## src/design/direct_mapped_writeback_cache_defines.svh

```systemverilog
// Assertion macros used by the cache datapath.
`ifndef DIRECT_MAPPED_WRITEBACK_CACHE_DEFINES_SVH
`define DIRECT_MAPPED_WRITEBACK_CACHE_DEFINES_SVH

// Property checked at every clock edge outside reset.
`define DMWC_ASSERT(name, prop, msg) \
  name: assert property (@(posedge clk_i) disable iff (!rst_ni) (prop)) else $error(msg);

// Condition that must never be seen outside reset.
`define DMWC_ASSERT_NEVER(name, cond, msg) \
  name: assert property (@(posedge clk_i) disable iff (!rst_ni) !(cond)) else $error(msg);

`endif

```

## src/design/dmwc_pkg.sv

```systemverilog
`timescale 1ns / 1ps
`default_nettype none

package dmwc_pkg;

  // Fixed field widths.
  localparam int unsigned ADDR_W      = 18;
  localparam int unsigned WORD_W      = ADDR_W - 2;
  localparam int unsigned DATA_W      = 32;
  localparam int unsigned COST_W      = 10;
  localparam int unsigned ACC_COST_W  = 12;
  localparam int unsigned TIME_W      = 32;
  localparam int unsigned CFG_IDX_W   = 2;
  localparam int unsigned IN_TDATA_W  = 56;
  localparam int unsigned OUT_TDATA_W = 80;

  // Default geometry; all three must be powers of two.
  localparam int unsigned DEF_LINE_COUNT      = 256;
  localparam int unsigned DEF_WORDS_PER_BLOCK = 16;
  localparam int unsigned DEF_MEMORY_WORDS    = 65536;

  // Configuration register indexes.
  localparam logic [CFG_IDX_W-1:0] REG_CACHE_READ_COST   = 2'd0;
  localparam logic [CFG_IDX_W-1:0] REG_CACHE_WRITE_COST  = 2'd1;
  localparam logic [CFG_IDX_W-1:0] REG_MEMORY_READ_COST  = 2'd2;
  localparam logic [CFG_IDX_W-1:0] REG_MEMORY_WRITE_COST = 2'd3;

  localparam logic [COST_W-1:0] RST_CACHE_READ_COST   = 10'd1;
  localparam logic [COST_W-1:0] RST_CACHE_WRITE_COST  = 10'd1;
  localparam logic [COST_W-1:0] RST_MEMORY_READ_COST  = 10'd100;
  localparam logic [COST_W-1:0] RST_MEMORY_WRITE_COST = 10'd50;

  localparam logic OP_READ  = 1'b0;
  localparam logic OP_WRITE = 1'b1;

  typedef struct packed {
    logic clear_step;
    logic accept;
    logic lookup;
    logic wb_step;
    logic fill_step;
    logic tag_fill;
    logic load_out;
  } cmd_t;

  typedef struct packed {
    logic hit;
    logic victim_dirty;
    logic cnt_last;
    logic clr_last;
    logic out_free;
  } status_t;

endpackage

`default_nettype wire

```

## src/design/dmwc_ctrl.sv

```systemverilog
`timescale 1ns / 1ps
`default_nettype none

module dmwc_ctrl (
  input  wire logic             clk_i,
  input  wire logic             rst_ni,
  input  wire logic             in_valid_i,
  output logic                  in_ready_o,
  input  wire dmwc_pkg::status_t status_i,
  output dmwc_pkg::cmd_t        cmd_o
);
  import dmwc_pkg::*;

  localparam logic [2:0] ST_CLEAR    = 3'd0;
  localparam logic [2:0] ST_IDLE     = 3'd1;
  localparam logic [2:0] ST_LOOKUP   = 3'd2;
  localparam logic [2:0] ST_WB       = 3'd3;
  localparam logic [2:0] ST_FILL     = 3'd4;
  localparam logic [2:0] ST_FILL_END = 3'd5;
  localparam logic [2:0] ST_FINISH   = 3'd6;

  logic [2:0] state_q, state_d;

  always_comb begin
    state_d = state_q;
    cmd_o   = '0;
    unique case (state_q)
      ST_CLEAR: begin
        cmd_o.clear_step = 1'b1;
        if (status_i.clr_last) state_d = ST_IDLE;
      end
      ST_IDLE: begin
        if (in_valid_i) begin
          cmd_o.accept = 1'b1;
          state_d      = ST_LOOKUP;
        end
      end
      ST_LOOKUP: begin
        cmd_o.lookup = 1'b1;
        if (status_i.hit) begin
          // A hit with a free output slot finishes right here.
          if (status_i.out_free) begin
            cmd_o.load_out = 1'b1;
            state_d        = ST_IDLE;
          end else begin
            state_d = ST_FINISH;
          end
        end else if (status_i.victim_dirty) begin
          state_d = ST_WB;
        end else begin
          state_d = ST_FILL;
        end
      end
      ST_WB: begin
        cmd_o.wb_step = 1'b1;
        if (status_i.cnt_last) state_d = ST_FILL;
      end
      ST_FILL: begin
        cmd_o.fill_step = 1'b1;
        if (status_i.cnt_last) state_d = ST_FILL_END;
      end
      ST_FILL_END: begin
        cmd_o.tag_fill = 1'b1;
        state_d        = ST_FINISH;
      end
      ST_FINISH: begin
        if (status_i.out_free) begin
          cmd_o.load_out = 1'b1;
          state_d        = ST_IDLE;
        end
      end
      default: state_d = ST_CLEAR;
    endcase
  end

  assign in_ready_o = (state_q == ST_IDLE);

  always_ff @(posedge clk_i or negedge rst_ni) begin
    if (!rst_ni) begin
      state_q <= ST_CLEAR;
    end else begin
      state_q <= state_d;
    end
  end

endmodule

`default_nettype wire

```

## config.mk

```make
export PLATFORM = sky130hd
export DESIGN_NAME = dmwc_ctrl
export DESIGN_NICKNAME = d
export VERILOG_FILES = /design/src/design/direct_mapped_writeback_cache_defines.svh /design/src/design/dmwc_pkg.sv /design/src/design/dmwc_ctrl.sv
export SDC_FILE = /design/constraint.sdc
export NUM_CORES = 1
export LEC_CHECK = 0
export BUFFER_PORTS_ARGS = -buffer_cell sky130_fd_sc_hd__buf_4
export CAP_MARGIN = 10
export CORE_AREA = 5 5 42 44
export DETAILED_ROUTE_END_ITERATION = 10
export DIE_AREA = 0 0 47 49
export SLEW_MARGIN = 20
export SYNTH_ARGS = -nofsm -noshare
export SYNTH_HDL_FRONTEND = slang
export SYNTH_SLANG_ARGS = --single-unit
export TNS_END_PERCENT = 20
```

## constraint.sdc

```tcl
create_clock -name clk_i -period 1.3 [get_ports clk_i]
set_clock_uncertainty 0.1 [all_clocks]
set_input_delay 0 -clock clk_i [delete_from_list [all_inputs] [get_ports clk_i]]
set_output_delay 0 -clock clk_i [all_outputs]
set_load 0.1 [all_outputs]
```

# Word-level counts from Yosys, hierarchy flattened
# Index checks and enable logic that the tools add are counted.
[op_classes]
muxes = 19
reduce_logical = 2
n_eq_ne = 11
[op_table]
columns = ["cell", "n"]
rows = [
  ["2-to-1 mux 3 bit", 8],
  ["case mux 3 bit (7 select lines)", 1],
  ["inequality test 2 bit (second input constant)", 5],
  ["equality test 3 bit (second input constant)", 3],
  ["2-to-1 mux 1 bit", 9],
  ["equality test 3 x 2 -> 1 bit (second input constant)", 2],
  ["AND reduction 5 bit", 1],
  ["equality test 3 x 1 -> 1 bit (second input constant)", 1],
  ["zero test 3 bit", 1],
  ["case mux 1 bit (2 select lines)", 1],
]
[word_totals]
input_bits = 8
out_inout_bits = 8
reg_bits = 3
wordCells = 33

# Logic depth before layout (Yosys ltp)
# Gate-level depths: netlist of the first run.
[depth]
depth_word = 3
depth_mapped = 4
ltp_nobuf = 3

# Worst setup path after synthesis of the first run
# Ideal clock, no wire load.
[synth_path]
path_type = "register to output"
from = "reg state_q[0]"
to = "out cmd_o[2] (netlist name)"
stages_incl_launch_ff = 3
t_required_ns = 1.200
arrival_ns = 2.648
slack_ns = -1.448
n_path_buf = 1
cell_sequence = "dfrtp_1 > buf_4 > nor3_1"
[synth_lines]
columns = ["item", "line_no", "rtl"]
rows = [
  ["start, declared", "dmwc_ctrl.sv:22", "logic [2:0] state_q, state_d;"],
  ["start signal, assigned", "dmwc_ctrl.sv:82", "state_q <= state_d;"],
  ["end, declared", "dmwc_ctrl.sv:10", "output dmwc_pkg::cmd_t cmd_o"],
]

==> run metrics, run 1 <==
die extent in x=47 microns; clock network latency to the later pin of the worst-skew pair=0.23 ns; final count of hold timing violations=0; Slew headroom=0.811; Antenna diodes=0; Slew Viols, Final=0; dpl cells=75; R2R cell count=4; Finished Core Util=0.542; Worst setup startpoint=state_q[2]$_DFFE_PN0P_; final WL=1090 microns; Worst EP required=1.20 ns; largest net degree at the start of global routing=11; GRT overflow=0; DP Wirelength=728 microns; dpl ws=-0.00108 ns; H-tree levels=1; Syn. warnings=0; Area growth, synth to finish=130%; antenna viol nets, final=0; area occupied by multi-input gates=285 sq um; Crit Path Category=reg -> out; CTS tree=yes; Total GRT Usage=0.106; max-cap viol count=0; GR peak layer=met2; crit path max fanout=6; Min-Delay Path Class=in -> reg; Max stage delay cell, worst path=dfrtp_2; Crit path depth=4; Biggest register=state_q; Slew @ Worst Pin=0.283 ns; Synth Flop Type=dfrtp_1; R2R Path Start=state_q[2]$_DFFE_PN0P_; asr flop ratio synth=1.00; Avg WL per Cell=12.5 microns; EDFF count, synth=0; fin nets=80; slowest cell delay on critical path=0.43 ns; end point of the critical path=cmd_o[0]; Mapped Avg Cell Area=8.06 sq um; Bufs on Longest Clock Path=2; status=finished, violations left; total CTS buffers=3; Netlist Area Pre-Place=330 sq um; first-pass GRT wire length=1870 microns; Vias=438; cells after synthesis=41; kind of cell adding the most delay to the critical path=flip-flops; die span in y=49 microns; flip-flop count of the largest register after layout=3; Mapped Nets=49; failing checks=setup timing; register area share after synthesis=0.227; met3 Usage GRT=0.0332; Cell variety after synth=29; Max Fclk=732 MHz; RSZ-0062 raised after global routing=true; drt drc=0; core area=0.00140 sq mm; Regs by FF count=state_q (3); Final WS setup=-0.0661 ns; fill cell count=137; Sequential Area=77.6 sq um; period utilisation layout=1.05; FP Rows=14; vias per cell=5.03; first-pass detailed-route iteration total=4; setup violators final=10; Worst Path Buf+Inv=2; Final Non-Filler Cells=87; met2 GRT Util=0.165; io pins=16; Worst-path clk slew=0.03 ns; end of the worst register-to-register path=state_q[2]$_DFFE_PN0P_; CP cell instances=buf_4, o211ai_1, nor2_4, buf_12; port bufs=15; CTS Sinks=3; Iter 0 DRT Violations=9; share of cells above drive strength 1=0.620; crit path DAT=1.27 ns; initial antenna violation count=0; Initial Utilization=0.236; Placer Congestion=0.750; via count of the first global-routing pass=464; clock period minus final worst setup slack=1.37 ns; Crit. End Element=primary output; Seq cells post-synth=3; Startpoint Class=flop; R2R Setup Slk=-0.01 ns; Die Footprint=0.00230 sq mm; clk root buf=clkbuf_4; GR Util met1=0.138
## kinds of logic after synthesis
family,count (synthesis),synth area share
muxes,2,0.0644
AOI/OAI and AO/OA,12,0.284
and+or+nand+nor,19,0.348
DFF,3,0.227
buffers and inverters,5,0.0757
## timing repair
| action | in CTS | in global routing |
|---|---|---|
| pin swaps | 6 | 3 |
| hold buffers | 4 | 0 |
| gates resized for setup | 31 | 3 |
| setup endpoints to repair | 9 | 11 |
| setup buffers | 3 | 1 |
| endpoints found under the hold margin | 5 | 0 |
## how the worst min path moves through the flow
stage | endpoint | depth (start not counted) | start
after floorplan | state_q[0]$_DFFE_PN0P_ | 0 | rst_ni
after global placement | state_q[0]$_DFFE_PN0P_ | 1 | rst_ni
after global routing | state_q[2]$_DFFE_PN0P_ | 4 | status_i[0]
after detailed placement | state_q[1]$_DFFE_PN0P_ | 1 | rst_ni
final | state_q[2]$_DFFE_PN0P_ | 4 | status_i[0]
after CTS | state_q[2]$_DFFE_PN0P_ | 4 | status_i[0]
## area by class of cell
| type | count | share of cell area |
|---|---|---|
| timing repair buffer | 29 | 0.448 |
| multi-input combinational | 33 | 0.376 |
| sequential | 3 | 0.102 |
| clock buffer | 4 | 0.0346 |
| tap | 16 | 0.0264 |
| inverter | 2 | 0.0132 |
## metrics by stage
step	hold WS (ns)	TNS (ns)	cell area, sq um
2_1_floorplan	-0.396	-1.21	368
3_3_place_gp	-0.308	-0.0241	541
3_5_place_dp	-0.310	-0.00108	541
4_1_cts	0.0698	-0.400	746
5_1_grt	0.0884	-0.843	759
6_report	0.0808	-0.269	759
## cell usage after synthesis, types with 2 or more instances
master / number / share of area
nor3_1: 3 / 0.045
dfrtp_1: 3 / 0.23
and2_1: 3 / 0.057
o21ai_0: 3 / 0.045
nor2b_1: 2 / 0.038
nor3b_1: 2 / 0.045
nand3_1: 2 / 0.030
buf_2: 2 / 0.030
## tightest hold or removal path: cells and delay by family
family / cells / cell delay (ns)
AOI/OAI and AO/OA: 2 / 0.18
buffers and inverters: 2 / 0.18
## routing by layer
layer | vias up | routed length, microns
met1 | 211 | 494
met2 | 14 | 529
met4 | 0 | 0
li1 | 213 | -
met5 | - | 0
met3 | 0 | 64
## placed cells by master, fill, tap and decap left out, types with 2 or more instances in the layout
cell	instances
buf_12	9
and2b_2	2
nor3_4	2
o21ai_0	2
nor3b_1	2
clkbuf_4	3
and2_4	3
buf_4	16
nand3_1	2
dlygate4sd3_1	4
dfrtp_2	2
Power of run 1 is not shown: default switching activity piles up to over one toggle a cycle in this logic, so the estimate is an artifact.
==> run 2: changes to the inputs <==
--- a/config.mk
+++ b/config.mk
@@ -10,6 +10,8 @@
 export CORE_AREA = 5 5 42 44
 export DETAILED_ROUTE_END_ITERATION = 10
 export DIE_AREA = 0 0 47 49
+export RECOVER_POWER = 25
+export SKIP_LAST_GASP = 1
 export SLEW_MARGIN = 20
 export SYNTH_ARGS = -nofsm -noshare
 export SYNTH_HDL_FRONTEND = slang
==> constraint.sdc (replaced) <==
create_clock -name clk_i -period 1.5 [get_ports clk_i]
set_clock_uncertainty 0.1 [all_clocks]
set_input_delay 0 -clock clk_i [delete_from_list [all_inputs] [get_ports clk_i]]
set_output_delay 0 -clock clk_i [all_outputs]
set_load 0.1 [all_outputs]
==> run 2 against run 1 <==
The run now ends clean. Clock-buffer cell count is the same. Core utilization decreased by 13 points. First-iteration DRC count fell by 78%. Via count shrank 11%. Sequential share of layout area grew 2.9 points. Critical path type unchanged. Largest cell class is now multi-input combinational cells.
==> run metrics, run 2 (synthesis results as in run 1) <==
die extent in x=47 microns; max-cap viol count=0; R2R Path Start=state_q[2]$_DFFE_PN0P_; Bufs on Longest Clock Path=2; core area=0.00140 sq mm; hold_sp=status_i[1]; port bufs=15; drt drc=0; CTS tree=yes; crit path max fanout=8; Fin Setup TNS=0 ns; final WL=964 microns; Startpoint Class=flop; Area growth, synth to finish=76.1%; final count of hold timing violations=0; R2R Setup Slk=0.24 ns; H-tree levels=1; Slew headroom=0.821; RSZ-0062 raised after global routing=true; final instance area=582 sq um; Worst-path clk slew=0.03 ns; total CTS buffers=3; Max stage delay cell, worst path=dfrtp_1; Slew Viols, Final=0; R2R cell count=4; Biggest register=state_q; Worst Path Buf+Inv=3; GR peak layer=met1; period utilisation layout=0.951; kind of cell adding the most delay to the critical path=buffers and inverters; Crit Path Category=reg -> out; fin nets=75; Hold Crit Depth=4; io pins=16; first-pass detailed-route iteration total=2; share of cells above drive strength 1=0.500; Iter 0 DRT Violations=2; CP cell instances=buf_4, inv_2, and3_1, buf_6; Crit. End Element=primary output; DP Wirelength=723 microns; Worst EP required=1.40 ns; Placer Congestion=0.706; end of the worst register-to-register path=state_q[1]$_DFFE_PN0P_; clock network latency to the later pin of the worst-skew pair=0.23 ns; Regs by FF count=state_q (3); crit path DAT=1.33 ns; Avg WL per Cell=11.8 microns; antenna viol nets, final=0; clock period minus final worst setup slack=1.43 ns; largest net degree at the start of global routing=15; Vias=390; via count of the first global-routing pass=344; GRT overflow=0; most common cell after layout, fill and taps aside=buf_4; GR Util met1=0.130; Max Fclk=701 MHz; fill cell count=150; Min-Delay Path Class=in -> reg; first-pass GRT wire length=1550 microns; Initial Utilization=0.236; hold endpoint=state_q[0]$_DFFE_PN0P_; met3 Usage GRT=0.0627; slowest cell delay on critical path=0.41 ns; clk root buf=clkbuf_4; Die Footprint=0.00230 sq mm; CTS Sinks=3; Fin Hold WS=0.109 ns; Total GRT Usage=0.0937; setup violators final=0; met2 GRT Util=0.115; vias per cell=4.76; Slew @ Worst Pin=0.267 ns; FP Rows=14; status=finished, final reports clean; flip-flop count of the largest register after layout=3; Placement Cell Area=483 sq um; most frequent cells in the layout=buf_4, clkbuf_4, dlygate4sd3_1, buf_6; Antenna diodes=0; die span in y=49 microns; initial antenna violation count=0
run 2: how the worst max path moves through the flow:
stage	startpoint	endpoint	slack (ns)	depth (start not counted)
5_1_grt	state_q[2]$_DFFE_PN0P_	cmd_o[4]	-0.03	3
3_5_place_dp	state_q[0]$_DFFE_PN0P_	state_q[1]$_DFFE_PN0P_	0.08	3
2_1_floorplan	state_q[0]$_DFFE_PN0P_	cmd_o[2]	-0.41	2
6_report	state_q[2]$_DFFE_PN0P_	cmd_o[5]	0.07	4
3_3_place_gp	state_q[0]$_DFFE_PN0P_	state_q[1]$_DFFE_PN0P_	0.13	3
4_1_cts	state_q[2]$_DFFE_PN0P_	cmd_o[3]	-0.01	3
run 2: area by class of cell:
cell class                      count  area (sq um)  area share
Clock buffer                        4          26.3      0.0452
Inverter                            2          7.51      0.0129
Tap cell                           16          20.0      0.0344
Timing Repair Buffer               24           205       0.353
Sequential cell                     3          76.3       0.131
Multi-Input combinational cell     33           246       0.424
run 2: stage by stage:
step | util | cells | setup slack (ns)
after floorplan | - | 41 | -0.406
after global placement | 0.345 | 72 | 0.134
after detailed placement | 0.345 | 72 | 0.0767
final | 0.415 | 82 | 0.0728
after global routing | 0.415 | 82 | -0.0253
after CTS | 0.396 | 80 | -0.0122
run 2: timing repair:
item,4_1_cts,5_1_grt
gates resized for setup,2,4
setup endpoints to repair,6,8
hold buffers,4,0
buffers inserted,0,2
endpoints found under the hold margin,5,0
run 2: worst register-to-register path: stages (launching register included):
cell,delay (ns)
dfrtp_1,0.41
buf_4,0.19
nor3b_1,0.13
o21ai_0,0.17
o311ai_1,0.12
run 2: metal layers:
layer	vias to the layer above	part of all wire
met5	-	0
met4	0	0
met3	0	0.084
met2	12	0.47
met1	175	0.44
li1	203	-
Power of run 2 is left out for the same reason.
